`config.mk`:
```
export PLATFORM = sky130hd
export DESIGN_NAME = battery_level_gauge_unit
export DESIGN_NICKNAME = d
export VERILOG_FILES = /design/src/hw/rtl/blg_pkg.sv /design/src/hw/rtl/battery_level_gauge_unit.sv /design/src/hw/rtl/blg_ctrl.sv /design/src/hw/rtl/blg_datapath.sv
export SDC_FILE = /design/constraint.sdc
export NUM_CORES = 1
export LEC_CHECK = 0
export BUFFER_PORTS_ARGS = -buffer_cell sky130_fd_sc_hd__buf_4
export CAP_MARGIN = 20
export CORE_ASPECT_RATIO = 0.6
export CORE_MARGIN = 3
export CORE_UTILIZATION = 50
export DETAILED_ROUTE_END_ITERATION = 8
export PLACE_DENSITY = 0.68
export SYNTH_ARGS = -nofsm -noshare
export SYNTH_HDL_FRONTEND = slang
export SYNTH_SLANG_ARGS = --single-unit
export TNS_END_PERCENT = 5
```
`constraint.sdc`:
```
create_clock -name clock -period 6.8 [get_ports clock]
set_input_delay 0.34 -clock clock [delete_from_list [all_inputs] [get_ports clock]]
set_output_delay 0.34 -clock clock [all_outputs]
set_load 0.02 [all_outputs]
```
`src/hw/rtl/blg_pkg.sv`:
```
package blg_pkg;

   localparam int unsigned CFG_BITS     = 12;
   localparam int unsigned HOLDOFF_BITS = 7;
   localparam int unsigned LEVEL_BITS   = 7;
   localparam int unsigned CHG_BITS     = 2;
   localparam int unsigned PINS_BITS    = 12;
   localparam int unsigned CSR_IDX_BITS = 2;

   // register map
   localparam logic [CSR_IDX_BITS-1:0] CSR_EMPTY_LEVEL       = 2'd0;
   localparam logic [CSR_IDX_BITS-1:0] CSR_FULL_LEVEL        = 2'd1;
   localparam logic [CSR_IDX_BITS-1:0] CSR_CHARGE_FULL_LEVEL = 2'd2;
   localparam logic [CSR_IDX_BITS-1:0] CSR_DISPLAY_HOLDOFF   = 2'd3;

   localparam logic [CFG_BITS-1:0]     EMPTY_LEVEL_RST       = 12'd2048;
   localparam logic [CFG_BITS-1:0]     FULL_LEVEL_RST        = 12'd3072;
   localparam logic [CFG_BITS-1:0]     CHARGE_FULL_LEVEL_RST = 12'd3200;
   localparam logic [HOLDOFF_BITS-1:0] DISPLAY_HOLDOFF_RST   = 7'd100;

   localparam logic [LEVEL_BITS-1:0] LEVEL_ZERO       = 7'd0;
   localparam logic [LEVEL_BITS-1:0] LEVEL_FULL       = 7'd100;
   localparam logic [LEVEL_BITS-1:0] LEVEL_NO_BATTERY = 7'd120;

   localparam logic [CFG_BITS-1:0] AVG_DIVISOR = 12'd3;

   localparam logic [CHG_BITS-1:0] CHG_CHARGING = 2'd0;
   localparam logic [CHG_BITS-1:0] CHG_DONE     = 2'd1;
   localparam logic [CHG_BITS-1:0] CHG_ERROR    = 2'd2;

   typedef enum logic [2:0] {
      ST_IDLE,
      ST_LATCH,
      ST_LOAD,
      ST_PCT,
      ST_DONE
   } state_type;

   typedef struct packed {
      logic load;       // take the request, keep the sample sum
      logic step;       // one divider iteration
      logic latch_avg;  // keep the average (sum / 3 by reciprocal multiply)
      logic load_pct;   // scaled difference / span into the divider
      logic commit;     // result into the output register, update display state
   } cmd_type;

   typedef struct packed {
      logic out_free;
   } sts_type;

   function automatic logic [CHG_BITS-1:0] classify_pins(input logic [PINS_BITS-1:0] pins);
      logic steady0;
      logic steady1;
      steady0 = (pins[3:0] == 4'h0) || (pins[3:0] == 4'hF);
      steady1 = (pins[7:4] == 4'h0) || (pins[7:4] == 4'hF);
      // the third round only contributes its first sample
      if (!steady0 || !steady1) begin
         return CHG_ERROR;
      end
      return pins[8] ? CHG_DONE : CHG_CHARGING;
   endfunction

endpackage

```
`src/hw/rtl/battery_level_gauge_unit.sv`:
```
// channel  direction  handshake           payload
// req      in         req_valid/req_stall  3 battery samples, adapter, charger pins, display enable
// rsp      out        rsp_valid/rsp_stall  level, charger state, update and charge-mark flags
// csr      in         csr_valid/csr_ready  register index, write data
//
// A request is taken only in ST_IDLE, so a new one is not accepted until the previous result
// has been committed to the output register; the percentage divider is a restoring one that
// resolves one quotient bit per cycle, and the sample average is a reciprocal multiply.
// A finished result sits in the output register; the next request is taken meanwhile and
// its result waits for that register to drain.
// Synchronous reset restores register defaults and clears display state; csr is always ready.
module battery_level_gauge_unit
   import blg_pkg::*;
#(
   parameter int unsigned SAMPLE_BITS = 12
) (
   input  logic                    clock,
   input  logic                    reset,
   input  logic                    req_valid,
   output logic                    req_stall,
   input  logic [SAMPLE_BITS-1:0]  req_battery_sample_a,
   input  logic [SAMPLE_BITS-1:0]  req_battery_sample_b,
   input  logic [SAMPLE_BITS-1:0]  req_battery_sample_c,
   input  logic                    req_adapter_present,
   input  logic [PINS_BITS-1:0]    req_charge_pin_samples,
   input  logic                    req_display_enable,
   output logic                    rsp_valid,
   input  logic                    rsp_stall,
   output logic [LEVEL_BITS-1:0]   rsp_level,
   output logic [CHG_BITS-1:0]     rsp_charger_state,
   output logic                    rsp_show_update,
   output logic                    rsp_show_charge_mark,
   input  logic                    csr_valid,
   output logic                    csr_ready,
   input  logic [CSR_IDX_BITS-1:0] csr_index,
   input  logic [CFG_BITS-1:0]     csr_wdata
);

   // (avg - empty) * 100 needs 7 bits above the sample width
   localparam int unsigned DIV_BITS = SAMPLE_BITS + 7;

   cmd_type cmd;
   sts_type sts;

   blg_ctrl #(
      .DIV_BITS (DIV_BITS)
   ) u_ctrl (
      .clock     (clock),
      .reset     (reset),
      .req_valid (req_valid),
      .req_stall (req_stall),
      .sts       (sts),
      .cmd       (cmd)
   );

   blg_datapath #(
      .SAMPLE_BITS (SAMPLE_BITS),
      .DIV_BITS    (DIV_BITS)
   ) u_datapath (
      .clock                  (clock),
      .reset                  (reset),
      .cmd                    (cmd),
      .sts                    (sts),
      .csr_valid              (csr_valid),
      .csr_ready              (csr_ready),
      .csr_index              (csr_index),
      .csr_wdata              (csr_wdata),
      .req_battery_sample_a   (req_battery_sample_a),
      .req_battery_sample_b   (req_battery_sample_b),
      .req_battery_sample_c   (req_battery_sample_c),
      .req_adapter_present    (req_adapter_present),
      .req_charge_pin_samples (req_charge_pin_samples),
      .req_display_enable     (req_display_enable),
      .rsp_valid              (rsp_valid),
      .rsp_stall              (rsp_stall),
      .rsp_level              (rsp_level),
      .rsp_charger_state      (rsp_charger_state),
      .rsp_show_update        (rsp_show_update),
      .rsp_show_charge_mark   (rsp_show_charge_mark)
   );

endmodule

```
`src/hw/rtl/blg_ctrl.sv`:
```
module blg_ctrl
   import blg_pkg::*;
#(
   parameter int unsigned DIV_BITS = 19
) (
   input  logic    clock,
   input  logic    reset,
   input  logic    req_valid,
   output logic    req_stall,
   input  sts_type sts,
   output cmd_type cmd
);

   localparam int unsigned CNT_BITS = $clog2(DIV_BITS);
   localparam logic [CNT_BITS-1:0] CNT_LAST = CNT_BITS'(DIV_BITS - 1);

   state_type state_ff, state_in;
   logic [CNT_BITS-1:0] cnt_ff, cnt_in;

   always_ff @(posedge clock) begin
      if (reset) begin
         state_ff <= ST_IDLE;
         cnt_ff   <= '0;
      end else begin
         state_ff <= state_in;
         cnt_ff   <= cnt_in;
      end
   end

   always_comb begin
      state_in  = state_ff;
      cnt_in    = cnt_ff;
      cmd       = '0;
      req_stall = 1'b1;
      case (state_ff)
         ST_IDLE: begin
            req_stall = 1'b0;
            if (req_valid) begin
               cmd.load = 1'b1;
               cnt_in   = '0;
               state_in = ST_LATCH;
            end
         end
         ST_LATCH: begin
            cmd.latch_avg = 1'b1;
            state_in      = ST_LOAD;
         end
         ST_LOAD: begin
            cmd.load_pct = 1'b1;
            cnt_in       = '0;
            state_in     = ST_PCT;
         end
         ST_PCT: begin
            cmd.step = 1'b1;
            cnt_in   = cnt_ff + 1'b1;
            if (cnt_ff == CNT_LAST) begin
               state_in = ST_DONE;
            end
         end
         ST_DONE: begin
            if (sts.out_free) begin
               cmd.commit = 1'b1;
               state_in   = ST_IDLE;
            end
         end
         default: begin
            state_in = ST_IDLE;
         end
      endcase
   end

   assert property (@(posedge clock) disable iff (reset)
      cmd.commit |-> sts.out_free)
      else $error("result committed while output register occupied");

   assert property (@(posedge clock) disable iff (reset)
      (state_ff == ST_PCT) |-> cnt_ff <= CNT_LAST)
      else $error("divider step count out of range");

   assert property (@(posedge clock) disable iff (reset)
      cmd.load |=> state_ff == ST_LATCH)
      else $error("accepted transaction did not start averaging");

endmodule

```
`src/hw/rtl/blg_datapath.sv`:
```
module blg_datapath
   import blg_pkg::*;
#(
   parameter int unsigned SAMPLE_BITS = 12,
   parameter int unsigned DIV_BITS    = 19
) (
   input  logic                    clock,
   input  logic                    reset,
   input  cmd_type                 cmd,
   output sts_type                 sts,
   input  logic                    csr_valid,
   output logic                    csr_ready,
   input  logic [CSR_IDX_BITS-1:0] csr_index,
   input  logic [CFG_BITS-1:0]     csr_wdata,
   input  logic [SAMPLE_BITS-1:0]  req_battery_sample_a,
   input  logic [SAMPLE_BITS-1:0]  req_battery_sample_b,
   input  logic [SAMPLE_BITS-1:0]  req_battery_sample_c,
   input  logic                    req_adapter_present,
   input  logic [PINS_BITS-1:0]    req_charge_pin_samples,
   input  logic                    req_display_enable,
   output logic                    rsp_valid,
   input  logic                    rsp_stall,
   output logic [LEVEL_BITS-1:0]   rsp_level,
   output logic [CHG_BITS-1:0]     rsp_charger_state,
   output logic                    rsp_show_update,
   output logic                    rsp_show_charge_mark
);

   localparam int unsigned SUM_BITS    = SAMPLE_BITS + 2;
   // sum / 3 as (sum * ceil(2^k / 3)) >> k, exact for every sum below 2^(k-1)
   localparam int unsigned RECIP_SHIFT = SUM_BITS + 1;
   localparam int unsigned RECIP       = (1 << RECIP_SHIFT) / AVG_DIVISOR + 1;
   localparam int unsigned PROD_BITS   = 2 * SUM_BITS;

   // configuration
   logic [CFG_BITS-1:0]     empty_ff, full_ff, chg_full_ff;
   logic [HOLDOFF_BITS-1:0] holdoff_cfg_ff;

   // latched request
   logic                 adapter_ff;
   logic                 disp_ff;
   logic [PINS_BITS-1:0] pins_ff;
   logic [SAMPLE_BITS-1:0] avg_ff;

   // restoring divider
   logic [DIV_BITS-1:0] quo_ff, quo_in;
   logic [CFG_BITS-1:0] rem_ff, rem_in;
   logic [CFG_BITS-1:0] dvs_ff, dvs_in;

   // display state
   logic [LEVEL_BITS-1:0]   last_ff, last_in;
   logic [HOLDOFF_BITS-1:0] hc_ff, hc_in;

   // output register
   logic                  out_full_ff;
   logic [LEVEL_BITS-1:0] level_ff;
   logic [CHG_BITS-1:0]   chg_ff;
   logic                  show_ff, mark_ff;

   logic [SUM_BITS-1:0] sum;
   logic [PROD_BITS-1:0] avg_prod;
   logic [CFG_BITS:0]   trial;
   logic                trial_ge;
   logic [CFG_BITS-1:0] top;
   logic [DIV_BITS-1:0] diff;
   logic                avg_gt_empty;
   logic                top_gt_empty;
   logic [LEVEL_BITS-1:0] pct;
   logic [CHG_BITS-1:0]   chg;
   logic [LEVEL_BITS-1:0] level;
   logic                  eligible;
   logic                  show, mark;
   logic                  rsp_take;

   assign csr_ready = 1'b1;

   always_ff @(posedge clock) begin
      if (reset) begin
         empty_ff       <= EMPTY_LEVEL_RST;
         full_ff        <= FULL_LEVEL_RST;
         chg_full_ff    <= CHARGE_FULL_LEVEL_RST;
         holdoff_cfg_ff <= DISPLAY_HOLDOFF_RST;
      end else if (csr_valid) begin
         case (csr_index)
            CSR_EMPTY_LEVEL:       empty_ff       <= csr_wdata;
            CSR_FULL_LEVEL:        full_ff        <= csr_wdata;
            CSR_CHARGE_FULL_LEVEL: chg_full_ff    <= csr_wdata;
            CSR_DISPLAY_HOLDOFF:   holdoff_cfg_ff <= csr_wdata[HOLDOFF_BITS-1:0];
            default: ;
         endcase
      end
   end

   assign sum = SUM_BITS'(req_battery_sample_a) + SUM_BITS'(req_battery_sample_b)
              + SUM_BITS'(req_battery_sample_c);

   // the sum sits in the quotient register until the average is latched
   assign avg_prod = PROD_BITS'(quo_ff[SUM_BITS-1:0]) * PROD_BITS'(RECIP);

   assign top          = adapter_ff ? chg_full_ff : full_ff;
   assign top_gt_empty = top > empty_ff;
   assign avg_gt_empty = DIV_BITS'(avg_ff) > DIV_BITS'(empty_ff);
   assign diff         = DIV_BITS'(avg_ff) - DIV_BITS'(empty_ff);

   assign trial    = {rem_ff, quo_ff[DIV_BITS-1]};
   assign trial_ge = trial >= {1'b0, dvs_ff};

   always_comb begin
      quo_in = quo_ff;
      rem_in = rem_ff;
      dvs_in = dvs_ff;
      if (cmd.load) begin
         quo_in = DIV_BITS'(sum);
         rem_in = '0;
      end else if (cmd.load_pct) begin
         // below the empty level or with no span the quotient is not used
         quo_in = DIV_BITS'(diff * DIV_BITS'(LEVEL_FULL));
         rem_in = '0;
         dvs_in = top - empty_ff;
      end else if (cmd.step) begin
         quo_in = {quo_ff[DIV_BITS-2:0], trial_ge};
         rem_in = trial_ge ? CFG_BITS'(trial - {1'b0, dvs_ff}) : trial[CFG_BITS-1:0];
      end
   end

   always_ff @(posedge clock) begin
      quo_ff <= quo_in;
      rem_ff <= rem_in;
      dvs_ff <= dvs_in;
      if (cmd.load) begin
         adapter_ff <= req_adapter_present;
         disp_ff    <= req_display_enable;
         pins_ff    <= req_charge_pin_samples;
      end
      if (cmd.latch_avg) begin
         avg_ff <= avg_prod[RECIP_SHIFT +: SAMPLE_BITS];
      end
   end

   always_comb begin
      if (!avg_gt_empty) begin
         pct = LEVEL_ZERO;
      end else if (!top_gt_empty) begin
         pct = LEVEL_FULL;
      end else if (quo_ff > DIV_BITS'(LEVEL_FULL)) begin
         pct = LEVEL_FULL;
      end else begin
         pct = quo_ff[LEVEL_BITS-1:0];
      end

      chg = adapter_ff ? classify_pins(pins_ff) : CHG_DONE;

      if (!adapter_ff) begin
         level = pct;
      end else begin
         case (chg)
            CHG_ERROR:    level = LEVEL_NO_BATTERY;
            CHG_DONE:     level = avg_gt_empty ? LEVEL_FULL : LEVEL_NO_BATTERY;
            CHG_CHARGING: level = pct;
            default:      level = LEVEL_NO_BATTERY;
         endcase
      end
      eligible = !adapter_ff || (level <= LEVEL_FULL);

      last_in = last_ff;
      hc_in   = hc_ff;
      show    = 1'b0;
      mark    = 1'b0;
      if (!disp_ff) begin
         last_in = LEVEL_ZERO;
      end else if (eligible && (last_ff != level)) begin
         if (hc_ff == holdoff_cfg_ff) begin
            last_in = level;
            hc_in   = '0;
            show    = 1'b1;
            mark    = adapter_ff;
         end else begin
            hc_in = hc_ff + 1'b1;
         end
      end
   end

   assign rsp_take     = out_full_ff && !rsp_stall;
   assign sts.out_free = !out_full_ff || !rsp_stall;

   always_ff @(posedge clock) begin
      if (reset) begin
         last_ff     <= LEVEL_ZERO;
         hc_ff       <= '0;
         out_full_ff <= 1'b0;
      end else if (cmd.commit) begin
         last_ff     <= last_in;
         hc_ff       <= hc_in;
         out_full_ff <= 1'b1;
      end else if (rsp_take) begin
         out_full_ff <= 1'b0;
      end
   end

   always_ff @(posedge clock) begin
      if (cmd.commit) begin
         level_ff <= level;
         chg_ff   <= chg;
         show_ff  <= show;
         mark_ff  <= mark;
      end
   end

   assign rsp_valid            = out_full_ff;
   assign rsp_level            = level_ff;
   assign rsp_charger_state    = chg_ff;
   assign rsp_show_update      = show_ff;
   assign rsp_show_charge_mark = mark_ff;

   assert property (@(posedge clock) disable iff (reset)
      out_full_ff |-> (level_ff <= LEVEL_NO_BATTERY) && (show_ff || !mark_ff))
      else $error("inconsistent result in output register");

   assert property (@(posedge clock) disable iff (reset)
      cmd.commit && show |=> last_ff == level_ff && hc_ff == '0)
      else $error("display state not updated with shown level");

   assert property (@(posedge clock) disable iff (reset)
      rsp_valid && rsp_stall |=> rsp_valid
         && $stable({rsp_level, rsp_charger_state, rsp_show_update, rsp_show_charge_mark}))
      else $error("stalled result changed or dropped");

endmodule

```
==> out/results.ini, run 1 <==
[outcome]
status=complete, no violations

[grt]
grt_pass1_wl_um=48370
grt_max_degree=57
first_global_vias=9117
grt_util_all_layers_pct=22.67
grt_remaining_overflow=0
antenna_found_initial=0

[synthesis]
synthCells=1358
ys.flop_type=dfxtp_1
synth_fp_nets=1688
yosysSeqAreaShare_pct=27.59
synth-edff-count=60
synth_top_family_by_area=adder cells
synth_compound_area_share_pct=14.98
synthXorXnorAreaFrac_pct=6.070
async_flop_share_pct=0
avgSynthCellArea_um2=9.244
ys_ff_latch=143
synth_cell_types=68
synthSimpleGateAreaFrac_pct=12.97
synthMuxAreaShare_pct=1.136
yosysWarnings=0
netlist_area_um2=12550
synth_fa_ha_area_share_pct=30.38

[final_layout]
multi_input_area_um2=8233
antenna_cells=0
fin_nets=1766
drive_above_1_share_pct=10.21
final-seq-area_um2=3463
nFillCells=2168
syn2layout_area_growth_pct=12.22

[sta]
slew_headroom_pct=35.10
min_period_ns=6.290
rsz0062_at_grt=no
drv_slew=0
clock_skew_ns=0.006632
setup_viol=0
finalWorstSetupSlack_ns=0.5096
hold_slack_ns=0.08261
fin_crit_sh_pct=92.51
final_hold_viol_count=0
timing.fmax_mhz=159.0
worstMarginPinSlew_ns=0.9489
fin_setup_tns_ns=0

[place]
dp_hpwl_um=24320
io_buffer_count=78
dp_slack_ns=0.4867
place_congestion=0.9204

[clocking]
cts_setup_buffers=0
root_buffer=clkbuf_16
insertion_delay_ns=0.43
hold_buffers=0
clkSinkCount=143
cts-htree-levels=4
cts_tree=done
cts_buffer_depth=2
cts_resized=0
cts.reportedPaths.clkPinSlew_ns=0.07
numCtsBuffers=17

[floorplanning]
num_rows=44
fp.dieH_um=128.7
chipWidth_um=210.6
dieArea_um2=27110
io_pins=83
start_util_pct=51.36
core_um2=24440

[worst_setup_path]
r2r_start=u_datapath.quo_ff[0]
worst-path-stages=19
critPathArrivalTime_ns=6.47
crit_path_start=u_datapath.quo_ff[0]
critPathKind=flip-flop to flip-flop
required_ns=6.98
crit_family=adder cells
critical_path.max_stage_delay_ns=0.57
setup.worst_path.end_class=flip-flop
cp_num_buf_inv=2
cpMaxStageDelayCell=fa_1
worstPathCellList=ha_1, ha_1, inv_1, fa_1, inv_1, fa_1, fa_1, fa_1, ha_1, a2111oi_0, o21ai_0, o21ai_0, o31a_1, a211oi_1, o21ai_0, a21boi_0, or4_1, a31oi_1, xnor2_1
critPathLaunchType=flip-flop
critPathMaxFanout=9
reg2regPathDepth=19
critPathMostFrequentCell=fa_1

[route]
antenna_left=0
wl_um=29840
drc=0
first_pass_iters=5
drt_iter0_drc=745
vias_per_cell=5.455
wl_per_cell_um=16.85
route.vias.total=9660

[min_path]
hold_path.class=primary input to flip-flop
hold_path_startpoint=req_charge_pin_samples[0]
holdPathStages=1

[run]
max_cap_violations=0

[final timing paths]
kind	to	slack (ns)
worst min register to register	u_datapath.empty_ff[3]	0.45
worst max-delay path	u_datapath.avg_ff[11]	0.51
worst max register to register	u_datapath.avg_ff[11]	0.51
worst min-delay path	u_datapath.pins_ff[0]	0.08
[layer usage]
metal | track usage, % | vias to the layer above | part of all wire [%]
met1 | 37.34 | 4531 | 55
li1 | - | 4852 | -
met5 | 0 | - | 0
met2 | 29.75 | 262 | 37
met3 | 5.361 | 15 | 6.7
met4 | 3.816 | 0 | 0.55
[kinds of logic (layout without fill, tap and decap cells)]
kind of cell | Yosys count | in the layout
and+or+nand+nor | 336 | 336
AOI/OAI and AO/OA | 293 | 293
adders and majority gates | 261 | 261
buffers and inverters | 224 | 315
DFF | 143 | 143
xor gates and xnor gates | 87 | 87
muxes | 13 | 13
other | 1 | 1
[cell usage after synthesis (all sizes together) (10+ instances only)]
library cell / instances / area share (%)
dfxtp: 83 / 13
nor2b: 13 / 0.65
mux2: 10 / 0.90
a21o: 27 / 1.6
ha: 188 / 19
nand3: 16 / 0.64
nand2: 123 / 3.7
xnor2: 53 / 3.7
clkbuf: 22 / 0.66
nand3b: 10 / 0.60
nand4: 13 / 0.70
edfxtp: 60 / 14
inv: 194 / 5.8
a21oi: 104 / 4.1
a22oi: 16 / 0.96
nor2: 74 / 2.2
o21ai: 56 / 2.2
o21a: 17 / 1.0
xor2: 34 / 2.4
nor3: 25 / 1.0
fa: 73 / 12
[cells in the final DEF, fill, tap and decap left out, drive strengths merged, types with 4 or more instances in the layout]
master	instances
a211o	4
a211oi	6
a21o	27
a21oi	104
a22o	8
a22oi	16
and2	7
and4	4
buf	88
clkbuf	18
dfxtp	83
edfxtp	60
fa	73
ha	188
inv	203
mux2	10
nand2	123
nand2b	9
nand3	16
nand3b	10
nand4	13
nor2	74
nor2b	13
nor3	25
nor3b	6
nor4	9
o21a	17
o21ai	56
o21bai	9
o22ai	4
o31a	4
o31ai	5
o41ai	4
or2	9
or3	5
or4	4
xnor2	53
xor2	34
[per-stage QoR]
stage | std cells | area (µm²) | util (%)
3_5_place_dp | 1737 | 13480 | 55.15
4_1_cts | 1769 | 14050 | 57.50
3_3_place_gp | 1737 | 13480 | 55.15
5_1_grt | 1771 | 14090 | 57.63
2_1_floorplan | 1358 | 12550 | -
6_report | 1771 | 14090 | 57.63
[layout make-up]
class / count / share of cell area, %
Multi-Input combinational cell: 991 / 58.44
Timing Repair Buffer: 89 / 4.867
Sequential cell: 143 / 24.58
Inverter: 194 / 5.169
Clock inverter: 15 / 1.057
Clock buffer: 17 / 3.020
Tap cell: 322 / 2.860
[state kept, by name, summed over array words and instances (netlist names)]
register,count
u_datapath.pins_ff,9
u_datapath.hc_ff,7
u_datapath.full_ff,12
u_datapath.disp_ff,1
u_datapath.empty_ff,12
u_datapath.avg_ff,12
u_datapath.adapter_ff,1
u_ctrl.cnt_ff,5
u_datapath.rsp_valid,1
u_datapath.rem_ff,12
u_datapath.rsp_charger_state,2
u_datapath.last_ff,7
u_datapath.rsp_level,7
u_datapath.quo_ff,19
u_datapath.dvs_ff,12
u_datapath.rsp_show_charge_mark,1
u_datapath.chg_full_ff,12
u_datapath.rsp_show_update,1
u_ctrl.state_ff,3
u_datapath.holdoff_cfg_ff,7
Power of run 1 is left out: the tool's default activity adds up to more than one toggle a clock period on the data nets, which glitch-free logic cannot reach.
==> inputs of run 2 (changes only) <==
--- a/config.mk
+++ b/config.mk
@@ -11,6 +11,7 @@
 export CORE_MARGIN = 3
 export CORE_UTILIZATION = 50
 export DETAILED_ROUTE_END_ITERATION = 8
+export MAX_ROUTING_LAYER = met4
 export PLACE_DENSITY = 0.68
 export SYNTH_ARGS = -nofsm -noshare
 export SYNTH_HDL_FRONTEND = slang
==> run 2 against run 1 <==
Net effect: sequential share of layout area barely moved; maximum frequency rose by 0.52%; first-iteration DRC count is 14% higher; via count up 0.38%; utilization is essentially flat; highest routed layer unchanged; clock skew grew 0.0043 ns; final cell count is 0.11% lower; die area is the same; worst hold slack about the same; critical path depth is the same; worst setup slack gained 0.033 ns; global-route usage rose by 0.89 points.
==> out/results.ini, run 2 (synthesized netlist as in run 1, its figures left out) <==
[outcome]
status=complete, no violations

[sta]
fin_setup_tns_ns=0
hold_slack_ns=0.08272
clock_skew_ns=0.01090
drv_slew=0
worstMarginPinSlew_ns=1.058
fin_crit_sh_pct=92.02
final_hold_viol_count=0
rsz0062_at_grt=no
slew_headroom_pct=29.02
setup_viol=0
min_period_ns=6.258
timing.fmax_mhz=159.8

[worst_setup_path]
cp_num_buf_inv=2
critPathKind=flip-flop to flip-flop
critical_path.max_stage_delay_ns=0.57
worstPathCellList=ha_1, ha_1, inv_1, fa_1, inv_1, fa_1, fa_1, fa_1, ha_1, a2111oi_0, o21ai_0, o21ai_0, o31a_1, a211oi_1, o21ai_0, a21boi_0, or4_1, a31oi_1, xnor2_1
critPathMaxFanout=9
critPathArrivalTime_ns=6.44
critPathMostFrequentCell=fa_1
critPathLaunchType=flip-flop
cpMaxStageDelayCell=fa_1
setup.worst_path.end_class=flip-flop
r2r_slack_ns=0.54
crit_family=adder cells
required_ns=6.98

[clocking]
numCtsBuffers=17
cts_tree=done
cts_setup_buffers=0
cts-htree-levels=4
root_buffer=clkbuf_16
cts_buffer_depth=2
clkSinkCount=143
cts.reportedPaths.clkPinSlew_ns=0.06
insertion_delay_ns=0.43
cts_resized=0
hold_buffers=0

[route]
antenna_left=0
route.vias.total=9697
drt_iter0_drc=850
drc=0
wl_per_cell_um=17.12
wl_um=30280
first_pass_iters=5
vias_per_cell=5.482

[run]
max_cap_violations=0

[floorplanning]
core_um2=24440
dieArea_um2=27110
chipWidth_um=210.6
start_util_pct=51.36
num_rows=44
io_pins=83
fp.dieH_um=128.7

[grt]
grt_remaining_overflow=0
antenna_found_initial=1
grt_util_all_layers_pct=23.56
first_global_vias=9160
grt_max_degree=57
grt_pass1_wl_um=48840

[final_layout]
largest_reg_flops=19
final_cell_mix=inv_1, ha_1, nand2_1
syn2layout_area_growth_pct=12.13
antenna_cells=0
fin_nets=1764
final_common_cell=inv_1
drive_above_1_share_pct=10.02
regMostFlops=u_datapath.quo_ff

[place]
place_congestion=0.9345
dp_hpwl_um=24420
io_buffer_count=78

[min_path]
hold_path.class=primary input to flip-flop

==> run 2: worst reg2reg max path, cell delays in order (launching register included) <==
cell and delay, ns:
edfxtp_1 0.54, ha_1 0.42, ha_1 0.29, inv_1 0.05, fa_1 0.49, inv_1 0.05, fa_1 0.50, fa_1 0.57
fa_1 0.43, ha_1 0.33, a2111oi_0 0.36, o21ai_0 0.14, o21ai_0 0.10, o31a_1 0.29, a211oi_1 0.14, o21ai_0 0.28
a21boi_0 0.23, or4_1 0.49, a31oi_1 0.22, xnor2_1 0.08
==> run 2: cell type report <==
type	count	area, µm²
Tap cell	322	402.9
Fill cell	2132	10370
Clock inverter	13	155.1
Timing Repair Buffer	87	660.6
Inverter	194	728.2
Multi-Input combinational cell	991	8233
Clock buffer	19	432.9
Sequential cell	143	3463
==> run 2: per-stage QoR <==
step | setup slack (ns) | instance area (µm²) | util, % | instances
floorplan | 1.142 | 12550 | - | 1358
global placement | 0.6946 | 13470 | 55.12 | 1736
detailed placement | 0.5489 | 13470 | 55.12 | 1736
CTS | 0.5205 | 14060 | 57.52 | 1768
global route | 0.05923 | 14080 | 57.59 | 1769
finish | 0.5424 | 14080 | 57.59 | 1769
==> run 2: path summary, 6_finish.rpt <==
check | start | end | cells after the start
worst max-delay path | u_datapath.quo_ff[0] | u_datapath.avg_ff[11] | 19
worst max register to register | u_datapath.quo_ff[0] | u_datapath.avg_ff[11] | 19
worst min-delay path | req_display_enable | u_datapath.disp_ff | 1
worst min register to register | u_datapath.empty_ff[9] | u_datapath.empty_ff[9] | 2
==> run 2: routing by layer <==
metal,track usage [%],up-vias,routed length (µm)
met5,-,-,0
met4,3.659,0,268
met3,6.140,22,2433
met2,30.40,303,11460
met1,36.84,4522,16110
li1,-,4850,-
Power of run 2 is left out for the same reason.
==> inputs of run 3 (changes only) <==
--- a/config.mk
+++ b/config.mk
@@ -15,5 +15,6 @@
 export PLACE_DENSITY = 0.68
 export SYNTH_ARGS = -nofsm -noshare
 export SYNTH_HDL_FRONTEND = slang
+export SYNTH_HIERARCHICAL = 1
 export SYNTH_SLANG_ARGS = --single-unit
 export TNS_END_PERCENT = 5
==> run 3 against run 2 <==
Net effect: register-to-register slack got worse by 0.06 ns; utilization rose by 1.5 points; clock-buffer cell count fell by 2; worst setup slack worse by 0.059 ns; design area down 0.43%; global-route usage is 0.19 points higher; clock skew decreased by 0.00088 ns; final cell count down 2.1%; non-clock buffer count increased by 8; critical path depth increased by 1; routed wire length fell by 0.47%; critical endpoint is now u_datapath/avg_ff[11].
==> out/results.ini, run 3 <==
[synthesis]
synth_top_family_by_area=adder cells
synthMostInstantiatedCell=inv_1
synthSimpleGateAreaFrac_pct=13.13
netlist_area_um2=12430
synthMuxAreaShare_pct=2.769
async_flop_share_pct=0
synth_top_area_share_pct=17.62
ys.flop_type=dfxtp_1
synth_top_cells_by_count=inv_1, ha_1, nand2_1
synth_fa_ha_area_share_pct=31.15
synth-edff-count=60
synth_compound_area_share_pct=13.08
synthXorXnorAreaFrac_pct=4.793
post-synth-top-area-cell=ha_1
yosysSeqAreaShare_pct=27.87
avgSynthCellArea_um2=9.428
synthCells=1318
yosysWarnings=6
ys_ff_latch=143
synth_cell_types=75
synth_fp_nets=1646
netlist_top_cells_area=ha_1, edfxtp_1, fa_1

[clocking]
cts.reportedPaths.clkPinSlew_ns=0.07
insertion_delay_ns=0.45
cts_buffer_depth=2
cts_resized=0
cts_setup_buffers=0
cts-htree-levels=4
root_buffer=clkbuf_16
cts_tree=done
hold_buffers=0
numCtsBuffers=17
clkSinkCount=143

[final_layout]
fin_nets=1732
final-seq-area_um2=3463
antenna_cells=0
final_common_cell=inv_1
largest_reg_flops=19
final_cell_mix=inv_1, ha_1, nand2_1
drive_above_1_share_pct=11.93
nFillCells=2065
regMostFlops=u_datapath/quo_ff
multi_input_area_um2=8089
syn2layout_area_growth_pct=12.80

[grt]
grt_max_degree=54
grt_pass1_wl_um=48440
antenna_found_initial=1
first_global_vias=9325
grt_util_all_layers_pct=23.75
grt_remaining_overflow=0

[worst_setup_path]
required_ns=7.00
r2r_start=u_datapath/quo_ff[6]
reg2reg_to=u_datapath/avg_ff[11]
endpoint=u_datapath/avg_ff[11]
crit_path_start=u_datapath/quo_ff[6]
r2r_slack_ns=0.48
reg2regPathDepth=20
critPathLaunchType=flip-flop
critPathKind=flip-flop to flip-flop
critPathMaxFanout=6
critPathArrivalTime_ns=6.52
setup.worst_path.end_class=flip-flop

[floorplanning]
fp.dieH_um=128.1
io_pins=83
dieArea_um2=26840
num_rows=43
chipWidth_um=209.5
core_um2=23730
start_util_pct=52.37

[sta]
setup_viol=0
fin_setup_tns_ns=0
final_hold_viol_count=0
clock_skew_ns=0.01003
slew_headroom_pct=35.23
min_period_ns=6.316
rsz0062_at_grt=no
timing.fmax_mhz=158.3
drv_slew=0
fin_crit_sh_pct=92.89
finalWorstSetupSlack_ns=0.4837
worstMarginPinSlew_ns=0.9679

[outcome]
status=complete, no violations

[place]
place_congestion=1.011
io_buffer_count=78
dp_slack_ns=0.5713
dp_hpwl_um=24080

[route]
vias_per_cell=5.532
first_pass_iters=6
wl_um=30140
route.vias.total=9581
antenna_left=0
wl_per_cell_um=17.40
drt_iter0_drc=764
drc=0

[min_path]
hold_path_startpoint=req_charge_pin_samples[8]
hold_path.class=primary input to flip-flop

[run]
max_cap_violations=0

## run 3: cell types whose count changed in the layout (fill, tap and decap cells not counted), sizes merged, moves of 14 or more
cell,before,now
a22oi,16,2
mux2i,3,22
xnor2,53,37
nand3,16,34
a21oi,104,84
a211oi,6,20
## run 3: how the worst min path moves through the flow
stage	cells after the start	slack (ns)	endpoint
3_3_place_gp	2	0.44	u_datapath/full_ff[4]
3_5_place_dp	2	0.45	u_datapath/full_ff[7]
6_report	1	0.07	u_datapath/pins_ff[8]
5_1_grt	1	0.04	u_datapath/pins_ff[1]
4_1_cts	1	0.04	u_datapath/pins_ff[2]
2_1_floorplan	2	0.43	u_datapath/rem_ff[11]
## run 3: per-stage QoR
| step | instances | instance area, µm² | hold slack (ns) | utilization (%) |
|---|---|---|---|---|
| after floorplan | 1318 | 12430 | 0.4257 | - |
| after global placement | 1698 | 13410 | 0.4391 | 56.50 |
| after detailed placement | 1698 | 13410 | 0.4470 | 56.50 |
| after CTS | 1730 | 14000 | 0.04475 | 59.00 |
| after global routing | 1732 | 14020 | 0.04497 | 59.07 |
| final | 1732 | 14020 | 0.06891 | 59.07 |
## run 3: critical path, cell delays in order, from the launching register on
cell      delay [ns]
edfxtp_1        0.55
ha_1            0.47
ha_1            0.32
inv_1           0.04
fa_1            0.49
inv_1           0.07
fa_1            0.51
fa_1            0.58
fa_1            0.43
ha_1            0.29
o211ai_1        0.07
nor2_1          0.19
nand4_1         0.12
o221ai_1        0.28
nor4_1          0.08
or4_1           0.59
a31oi_1         0.33
a21oi_1         0.16
o21bai_1        0.25
a21oi_1         0.12
xnor2_1         0.13
## run 3: cell type report
type / count / area share, %
Clock buffer: 17 / 3.035
Clock inverter: 15 / 1.196
Inverter: 203 / 5.437
Multi-Input combinational cell: 944 / 57.71
Sequential cell: 143 / 24.71
Tap cell: 315 / 2.812
Timing Repair Buffer: 95 / 5.097
## run 3: cell families (layout without fill, tap and decap cells)
logic type	Yosys count	in the layout
and+or+nand+nor	334	334
adders and majority gates	259	259
AOI/OAI and AO/OA	249	249
buffers and inverters	231	330
DFF	143	143
xor gates and xnor gates	68	68
muxes	33	33
other	1	1
## run 3: per-layer routing
layer | global-route usage (%) | share of wire (%) | up-vias
met1 | 35.47 | 51 | 4574
met5 | - | 0 | -
li1 | - | - | 4693
met2 | 31.19 | 39 | 283
met4 | 5.271 | 0.99 | 0
met3 | 7.239 | 8.8 | 31
Power of run 3 is left out for the same reason.
